<file path="src/rtl/oust_pkg.sv">
`timescale 1ns / 1ps
// ----------------------------------------------------------------------------
// oust_pkg
// Shared types and codes for the ordered unique set table.
// ----------------------------------------------------------------------------
package oust_pkg;

   localparam int CAPACITY_DEF      = 16;
   localparam int ELEMENT_WIDTH_DEF = 32;

   // operation codes
   localparam logic [2:0] OP_ADD    = 3'd0;
   localparam logic [2:0] OP_SEARCH = 3'd1;
   localparam logic [2:0] OP_REMOVE = 3'd2;
   localparam logic [2:0] OP_FIRST  = 3'd3;
   localparam logic [2:0] OP_NEXT   = 3'd4;

   // status codes
   localparam logic [2:0] ST_OK           = 3'd0;
   localparam logic [2:0] ST_EMPTY        = 3'd1;
   localparam logic [2:0] ST_NOT_FOUND    = 3'd2;
   localparam logic [2:0] ST_FULL         = 3'd3;
   localparam logic [2:0] ST_OUT_OF_RANGE = 3'd4;

   typedef struct packed {
      logic [2:0]  op;
      logic [31:0] value;
   } req_type;

   typedef struct packed {
      logic [2:0]  status;
      logic [3:0]  found_index;
      logic [31:0] read_value;
      logic [4:0]  count;
   } rsp_type;

endpackage

</file>
<file path="src/rtl/oust_seq.sv">
`timescale 1ns / 1ps
// ----------------------------------------------------------------------------
// oust_seq
// Entry memory and the sequencer that scans, appends and compacts it.
// ----------------------------------------------------------------------------
module oust_seq #(
   parameter int CAPACITY      = oust_pkg::CAPACITY_DEF,
   parameter int ELEMENT_WIDTH = oust_pkg::ELEMENT_WIDTH_DEF
) (
   input  logic              clock,
   input  logic              reset,
   input  logic              req_fire,
   input  oust_pkg::req_type req_item,
   output logic              idle,
   input  logic              out_free,
   output logic              done,
   output oust_pkg::rsp_type result
);

   localparam int CW = $clog2(CAPACITY + 1);
   localparam int IW = (CAPACITY > 1) ? $clog2(CAPACITY) : 1;
   localparam int EW = ELEMENT_WIDTH;

   typedef enum logic [2:0] {
      S_IDLE,
      S_SCAN,
      S_SHIFT,
      S_READ,
      S_DONE
   } state_type;

   state_type        state_ff, state_in;
   logic [2:0]       op_ff, op_in;
   logic [EW-1:0]    val_ff, val_in;
   logic [CW-1:0]    count_ff, count_in;
   logic [CW-1:0]    cursor_ff, cursor_in;
   logic [CW-1:0]    issue_ff, issue_in;
   logic             chk_vld_ff, chk_vld_in;
   logic [IW-1:0]    chk_idx_ff, chk_idx_in;
   logic [2:0]       status_ff, status_in;
   logic [3:0]       idx_ff, idx_in;
   logic [31:0]      rd_ff, rd_in;

   // memory port
   logic [EW-1:0]    mem [CAPACITY];
   logic [EW-1:0]    rdata_ff;
   logic             rd_en;
   logic [IW-1:0]    rd_addr;
   logic             wr_en;
   logic [IW-1:0]    wr_addr;
   logic [EW-1:0]    wr_data;

   logic             match;
   logic             more;
   logic             full;
   logic [CW-1:0]    cur_next;

   assign match    = chk_vld_ff && (rdata_ff == val_ff);
   assign more     = issue_ff < count_ff;
   assign full     = count_ff == CW'(CAPACITY);
   assign cur_next = (cursor_ff < CW'(CAPACITY)) ? cursor_ff + CW'(1) : cursor_ff;

   always_comb begin
      state_in   = state_ff;
      op_in      = op_ff;
      val_in     = val_ff;
      count_in   = count_ff;
      cursor_in  = cursor_ff;
      issue_in   = issue_ff;
      chk_vld_in = chk_vld_ff;
      chk_idx_in = chk_idx_ff;
      status_in  = status_ff;
      idx_in     = idx_ff;
      rd_in      = rd_ff;
      rd_en      = 1'b0;
      rd_addr    = '0;
      wr_en      = 1'b0;
      wr_addr    = '0;
      wr_data    = val_ff;
      done       = 1'b0;

      case (state_ff)
         S_IDLE: begin
            if (req_fire) begin
               op_in      = req_item.op;
               val_in     = EW'(req_item.value);
               issue_in   = '0;
               chk_vld_in = 1'b0;
               status_in  = oust_pkg::ST_OK;
               idx_in     = '0;
               rd_in      = '0;
               case (req_item.op)
                  oust_pkg::OP_ADD: begin
                     state_in = S_SCAN;
                  end
                  oust_pkg::OP_SEARCH, oust_pkg::OP_REMOVE: begin
                     if (count_ff == '0) begin
                        status_in = oust_pkg::ST_EMPTY;
                        state_in  = S_DONE;
                     end else begin
                        state_in = S_SCAN;
                     end
                  end
                  oust_pkg::OP_FIRST: begin
                     if (count_ff == '0) begin
                        status_in = oust_pkg::ST_EMPTY;
                        state_in  = S_DONE;
                     end else begin
                        cursor_in = '0;
                        rd_en     = 1'b1;
                        rd_addr   = '0;
                        state_in  = S_READ;
                     end
                  end
                  oust_pkg::OP_NEXT: begin
                     cursor_in = cur_next;
                     if (cur_next >= count_ff) begin
                        status_in = oust_pkg::ST_OUT_OF_RANGE;
                        state_in  = S_DONE;
                     end else begin
                        rd_en    = 1'b1;
                        rd_addr  = cur_next[IW-1:0];
                        state_in = S_READ;
                     end
                  end
                  default: begin
                     status_in = oust_pkg::ST_OUT_OF_RANGE;
                     state_in  = S_DONE;
                  end
               endcase
            end
         end

         // one read issued per cycle, its compare lands in the cycle after
         S_SCAN: begin
            if (match) begin
               case (op_ff)
                  oust_pkg::OP_SEARCH: begin
                     idx_in   = 4'(chk_idx_ff);
                     state_in = S_DONE;
                  end
                  oust_pkg::OP_REMOVE: begin
                     idx_in     = 4'(chk_idx_ff);
                     issue_in   = CW'(chk_idx_ff) + CW'(1);
                     chk_vld_in = 1'b0;
                     state_in   = S_SHIFT;
                  end
                  default: begin
                     // duplicate add: nothing stored
                     state_in = S_DONE;
                  end
               endcase
            end else if (more) begin
               rd_en      = 1'b1;
               rd_addr    = issue_ff[IW-1:0];
               chk_vld_in = 1'b1;
               chk_idx_in = issue_ff[IW-1:0];
               issue_in   = issue_ff + CW'(1);
            end else begin
               chk_vld_in = 1'b0;
               state_in   = S_DONE;
               if (op_ff == oust_pkg::OP_ADD) begin
                  if (full) begin
                     status_in = oust_pkg::ST_FULL;
                  end else begin
                     wr_en    = 1'b1;
                     wr_addr  = count_ff[IW-1:0];
                     wr_data  = val_ff;
                     count_in = count_ff + CW'(1);
                  end
               end else begin
                  status_in = oust_pkg::ST_NOT_FOUND;
               end
            end
         end

         // read entry i+1, write it back to i on the following cycle
         S_SHIFT: begin
            if (chk_vld_ff) begin
               wr_en   = 1'b1;
               wr_addr = chk_idx_ff;
               wr_data = rdata_ff;
            end
            if (more) begin
               rd_en      = 1'b1;
               rd_addr    = issue_ff[IW-1:0];
               chk_vld_in = 1'b1;
               chk_idx_in = IW'(issue_ff - CW'(1));
               issue_in   = issue_ff + CW'(1);
            end else begin
               chk_vld_in = 1'b0;
               count_in   = count_ff - CW'(1);
               state_in   = S_DONE;
            end
         end

         S_READ: begin
            rd_in    = 32'(rdata_ff);
            state_in = S_DONE;
         end

         S_DONE: begin
            done = 1'b1;
            if (out_free) begin
               state_in = S_IDLE;
            end
         end

         default: begin
            state_in = S_IDLE;
         end
      endcase
   end

   always_ff @(posedge clock) begin
      if (reset) begin
         state_ff   <= S_IDLE;
         count_ff   <= '0;
         cursor_ff  <= '0;
         chk_vld_ff <= 1'b0;
      end else begin
         state_ff   <= state_in;
         count_ff   <= count_in;
         cursor_ff  <= cursor_in;
         chk_vld_ff <= chk_vld_in;
      end
      op_ff      <= op_in;
      val_ff     <= val_in;
      issue_ff   <= issue_in;
      chk_idx_ff <= chk_idx_in;
      status_ff  <= status_in;
      idx_ff     <= idx_in;
      rd_ff      <= rd_in;
   end

   always_ff @(posedge clock) begin
      if (wr_en) begin
         mem[wr_addr] <= wr_data;
      end
      if (rd_en) begin
         rdata_ff <= mem[rd_addr];
      end
   end

   assign idle               = state_ff == S_IDLE;
   assign result.status      = status_ff;
   assign result.found_index = idx_ff;
   assign result.read_value  = rd_ff;
   assign result.count       = 5'(count_ff);

endmodule

</file>
<file path="src/rtl/ordered_unique_set_table_unit.sv">
`timescale 1ns / 1ps
// ----------------------------------------------------------------------------
// ordered_unique_set_table_unit
// Set of unique values kept in insertion order, with a walk cursor.
// ----------------------------------------------------------------------------
// Flow, accept to rsp_valid: empty, out of range and unused op go straight to
// the result, first/next read one entry, add, search and remove scan the entries
// in order (one entry compared per cycle), and a remove hit then shifts the later entries down.
// One item in flight; the next is taken the cycle after the result enters the
// output register. Reset clears count, cursor and control; entry memory is
// not cleared.
module ordered_unique_set_table_unit #(
   parameter int CAPACITY      = oust_pkg::CAPACITY_DEF,
   parameter int ELEMENT_WIDTH = oust_pkg::ELEMENT_WIDTH_DEF
) (
   input  logic              clock,
   input  logic              reset,
   input  logic              req_valid,
   output logic              req_ready,
   input  oust_pkg::req_type req_data,
   output logic              rsp_valid,
   input  logic              rsp_ready,
   output oust_pkg::rsp_type rsp_data
);

   logic              seq_idle;
   logic              seq_done;
   logic              out_free;
   oust_pkg::rsp_type seq_result;
   logic              rsp_valid_ff, rsp_valid_in;
   oust_pkg::rsp_type rsp_data_ff;

   assign req_ready = seq_idle;
   assign out_free  = !rsp_valid_ff || rsp_ready;

   oust_seq #(
      .CAPACITY      (CAPACITY),
      .ELEMENT_WIDTH (ELEMENT_WIDTH)
   ) u_seq (
      .clock    (clock),
      .reset    (reset),
      .req_fire (req_valid && seq_idle),
      .req_item (req_data),
      .idle     (seq_idle),
      .out_free (out_free),
      .done     (seq_done),
      .result   (seq_result)
   );

   assign rsp_valid_in = (seq_done && out_free) || (rsp_valid_ff && !rsp_ready);

   always_ff @(posedge clock) begin
      if (reset) begin
         rsp_valid_ff <= 1'b0;
      end else begin
         rsp_valid_ff <= rsp_valid_in;
      end
      if (seq_done && out_free) begin
         rsp_data_ff <= seq_result;
      end
   end

   assign rsp_valid = rsp_valid_ff;
   assign rsp_data  = rsp_data_ff;

endmodule

</file>
<file path="config.mk">
export PLATFORM = sky130hd
export DESIGN_NAME = ordered_unique_set_table_unit
export DESIGN_NICKNAME = d
export VERILOG_FILES = /design/src/rtl/oust_pkg.sv /design/src/rtl/oust_seq.sv /design/src/rtl/ordered_unique_set_table_unit.sv
export SDC_FILE = /design/constraint.sdc
export NUM_CORES = 1
export LEC_CHECK = 0
export ABC_AREA = 1
export ABC_CLOCK_PERIOD_IN_PS = 5700
export BUFFER_PORTS_ARGS = -buffer_cell sky130_fd_sc_hd__clkbuf_2
export CAP_MARGIN = 20
export CORE_MARGIN = 1
export CORE_UTILIZATION = 55
export CTS_BUF_LIST = sky130_fd_sc_hd__clkbuf_8
export DETAILED_ROUTE_END_ITERATION = 10
export PLACE_DENSITY = 0.77
export SYNTH_ARGS = -nofsm -noshare
export SYNTH_HDL_FRONTEND = slang
export SYNTH_SLANG_ARGS = --single-unit
</file>
<file path="constraint.sdc">
create_clock -name clock -period 5.7 [get_ports clock]
set_input_delay 0 -clock clock [delete_from_list [all_inputs] [get_ports clock]]
set_output_delay 0 -clock clock [all_outputs]
set_load 0.005 [all_outputs]
</file>
==> run_summary.xml <==
<?xml version="1.0" encoding="UTF-8"?>
<metrics>
  <group name="critical_path">
    <metric name="critical_path_class" unit="">flop to flop</metric>
    <metric name="setup.worst_path.start_class" unit="">flop</metric>
    <metric name="worstPathRequired" unit="ns">6.15</metric>
    <metric name="wp_data_arrival" unit="ns">4.55</metric>
    <metric name="end_kind" unit="">flop</metric>
    <metric name="timing.critical_path.fanout_max" unit="">256</metric>
  </group>
  <group name="power_and_ir_drop">
    <metric name="switching_component_of_the_power" unit="uW">2360</metric>
    <metric name="power.combinational.fraction" unit="%">5.6</metric>
    <metric name="power.switching_fraction" unit="%">23.0</metric>
    <metric name="intPower" unit="uW">7890</metric>
    <metric name="power.total" unit="uW">10300</metric>
    <metric name="power-per-cell-area" unit="mW/mm2">292</metric>
    <metric name="static-leakage-power" unit="uW">0.0148</metric>
    <metric name="seq_power_share" unit="%">56.2</metric>
    <metric name="clock_power_share" unit="%">38.1</metric>
    <metric name="worst_ir_drop_vdd" unit="mV">0.177</metric>
  </group>
  <group name="logic_synthesis">
    <metric name="yosys-top-cells-area" unit="">edfxtp_1 (64%), inv_1 (7.5%), nand3_1 (7.5%)</metric>
    <metric name="yosys_warnings" unit="">0</metric>
    <metric name="synth.cell_area" unit="mm2">0.0312</metric>
    <metric name="syn-mean-instance-area" unit="um2">10.4</metric>
    <metric name="post_synth_num_cell_types" unit="">45</metric>
    <metric name="synth_top_area_share" unit="%">64.5</metric>
    <metric name="syn-num-nets" unit="">3051</metric>
    <metric name="yosys_register_bits" unit="">686</metric>
    <metric name="netlist_instances" unit="">2994</metric>
    <metric name="yosysSeqAreaShare" unit="%">65.4</metric>
    <metric name="synth_top_cell_by_area" unit="">edfxtp_1</metric>
  </group>
  <group name="routing">
    <metric name="routed-via-count" unit="">23094</metric>
    <metric name="drc" unit="">0</metric>
    <metric name="post_drt_via_cell_ratio" unit="">5.80</metric>
    <metric name="drt_iter0_markers" unit="">3141</metric>
    <metric name="detailedRoute.firstPassIterationCount" unit="">7</metric>
    <metric name="drt_total_wl" unit="mm">82.2</metric>
    <metric name="drtAntennaViolNets" unit="">0</metric>
    <metric name="wl_per_cell" unit="um">20.7</metric>
  </group>
  <group name="timing">
    <metric name="period_utilisation_layout" unit="%">72.0</metric>
    <metric name="worst-slew-pin-transition" unit="ns">1.38</metric>
    <metric name="setup-violations-final" unit="">0</metric>
    <metric name="finalHoldViolCount" unit="">0</metric>
    <metric name="maxClockFrequency" unit="MHz">244</metric>
    <metric name="timing.setup.tns" unit="ns">0</metric>
    <metric name="worst_clock_skew" unit="ns">0.0544</metric>
    <metric name="grt_setup_unrepaired" unit="">no</metric>
    <metric name="maxSlewHeadroom" unit="%">8.29</metric>
    <metric name="final_max_slew_viol_count" unit="">0</metric>
    <metric name="time_the_worst_path_needs_with_i_o_delays_and_setup" unit="ns">4.10</metric>
  </group>
  <group name="global_routing">
    <metric name="antenna_violations_before_repair" unit="">2</metric>
    <metric name="grt_pass1_wl" unit="mm">125</metric>
    <metric name="grt_pass1_vias" unit="">22079</metric>
    <metric name="grt_start_max_net_pins" unit="">257</metric>
    <metric name="grt_usage" unit="%">28.6</metric>
    <metric name="total_global_routing_overflow" unit="">0</metric>
  </group>
  <group name="clocking">
    <metric name="cts_inserted_buffers" unit="">105</metric>
    <metric name="post_cts.resized_instances" unit="">0</metric>
    <metric name="clock_sink_count" unit="">686</metric>
    <metric name="clock_latency" unit="ns">0.73</metric>
    <metric name="cts_tree" unit="">done</metric>
    <metric name="cts_max_path_buffers" unit="">3</metric>
    <metric name="root_driver" unit="">clkbuf_8</metric>
    <metric name="clk_transition_reported_paths" unit="ns">0.07</metric>
    <metric name="clock_tree.htree_level_count" unit="">3</metric>
  </group>
  <group name="floorplan">
    <metric name="pin_count" unit="">85</metric>
    <metric name="start_util" unit="%">56.2</metric>
    <metric name="dieHeight" unit="um">240</metric>
    <metric name="die_area" unit="mm2">0.0578</metric>
    <metric name="die_width" unit="um">240</metric>
    <metric name="fp-row-count" unit="">86</metric>
    <metric name="core_area" unit="mm2">0.0556</metric>
  </group>
  <group name="worst_hold_path">
    <metric name="hp-class" unit="">primary input to flop</metric>
  </group>
  <group name="cells_and_area">
    <metric name="final_net_count" unit="">3209</metric>
    <metric name="layout-drive-gt1-share" unit="%">10.8</metric>
    <metric name="areaGrowthSynthToFinish" unit="%">12.4</metric>
  </group>
  <group name="outcome">
    <metric name="outcome" unit="">completed</metric>
  </group>
  <group name="placed_design">
    <metric name="io_buffer_count" unit="">84</metric>
    <metric name="hpwl" unit="mm">45.0</metric>
    <metric name="globalplace.congestion" unit="">0.929</metric>
  </group>
  <group name="job">
    <metric name="maxCapViolations" unit="">0</metric>
  </group>
</metrics>
[path summary, 6_finish.rpt]
kind / cells after the start / slack [ns] / end / start
worst max register to register: 14 / 1.60 / u_seq.rdata_ff[27]$_DFFE_PP_ / u_seq.count_ff[4]$_SDFFE_PP0P_
worst min register to register: 0 / 0.39 / rsp_data[17]$_DFFE_PP_ / u_seq.rd_ff[12]$_SDFFCE_PN0P_
worst min-delay path: 2 / 0.03 / u_seq.val_ff[14]$_DFFE_PP_ / req_data[14]
worst max-delay path: 14 / 1.60 / u_seq.rdata_ff[27]$_DFFE_PP_ / u_seq.count_ff[4]$_SDFFE_PP0P_
[power by group through the flow]
stage	Clock [uW]	Sequential [uW]	Combinational (uW)
finish	3910	5760	579
global route	4150	5770	630
CTS	3940	5760	562
floorplan	0	5850	308
global placement	0	5860	511
detailed placement	0	5860	523
[state kept, by name (all words and copies together) (netlist names)]
register          flops
rsp_data             44
rsp_valid             1
u_seq.chk_idx_ff      4
u_seq.chk_vld_ff      1
u_seq.count_ff        5
u_seq.cursor_ff       5
u_seq.idx_ff          4
u_seq.issue_ff        5
u_seq.mem           512
u_seq.op_ff           3
u_seq.rd_ff          32
u_seq.rdata_ff       32
u_seq.state_ff        3
u_seq.status_ff       3
u_seq.val_ff         32
[layout make-up]
cell class | count | area [um2]
diodes | 1 | 2.50
clock buffers | 110 | 1510
clock inverters | 78 | 459
fillers | 4100 | 20500
inverters | 645 | 2430
multi-input cells | 1493 | 7660
flip-flops and latches | 686 | 20400
well taps | 748 | 936
repair buffers | 221 | 1670
[stage by stage]
step / cells / hold WS, ns / utilization, % / setup WS (ns) / cell area [um2]
after CTS: 3976 / 0.000631 / 63.0 / 1.78 / 35100
after floorplan: 2994 / 0.0989 / - / 0.481 / 31200
after global routing: 3982 / 0.0232 / 63.1 / 1.37 / 35100
after global placement: 3723 / 0.179 / 58.3 / 1.96 / 32400
final: 3982 / 0.0333 / 63.1 / 1.60 / 35100
after detailed placement: 3723 / 0.179 / 58.3 / 1.84 / 32400
[cell families (layout without fill, tap and decap cells)]
| logic type | after synthesis | count (layout) | synth area share [%] |
|---|---|---|---|
| fa+ha+maj | 18 | 18 | 0.745 |
| compound gates | 83 | 83 | 1.48 |
| other cells | 0 | 1 | 0 |
| simple gates | 1371 | 1371 | 21.2 |
| xor+xnor | 21 | 21 | 0.589 |
| buf+inv | 815 | 1054 | 10.6 |
| flops | 686 | 686 | 65.4 |
[cell usage in the layout, fill, tap and decap left out, types with 65 or more instances in the layout]
cell type | netlist | final
edfxtp_1 | 671 | 671
inv_1 | 626 | 659
nand2_1 | 476 | 475
nand3_1 | 468 | 468
nand4_1 | 277 | 277
clkbuf_8 | 0 | 111
nor2_1 | 109 | 94
clkbuf_2 | 0 | 84
buf_4 | 7 | 66
dlygate4sd3_1 | 0 | 65
[worst max-delay path: stages (launching register included)]
cell,delay (ns)
dfxtp_1,0.39
inv_1,0.12
ha_1,0.32
nand2_1,0.06
or2_2,0.30
nand3_1,0.32
inv_1,0.11
ha_1,0.27
nand3_4,0.13
buf_12,0.67
nand4_1,0.21
nand3_1,0.18
nand3_1,0.11
nand3_1,0.15
nand2_1,0.10
[synthesized netlist by cell type, drive strengths merged]
cell	count
nand3	472
edfxtp	671
and2	3
xnor2	14
nor2	116
nor3	9
or2	2
buf	103
inv	645
o31ai	2
a21oi	19
a211oi	2
clkbuf	67
and3	1
nand4	278
o22ai	8
nor3b	1
dfxtp	15
o2111ai	1
ha	17
xor2	7
nand2	481
nand3b	3
o21a	1
fa	1
o21ai	48
a311oi	1
o221ai	1
nor4	5
[routing by layer]
layer  up-vias  wire length [um]  track usage, %
met5         -                 0               0
li1      10445                 -               -
met3       244              9460            5.52
met1     10918             31200            38.0
met4         0              2900            12.8
met2      1487             38600            45.6
[what timing repair did]
item / 4_1_cts / 5_1_grt
hold buffers: 65 / 0
buffers inserted: 0 / 0
endpoints found under the hold margin: 90 / 0
(Power assumes the default switching activity.)
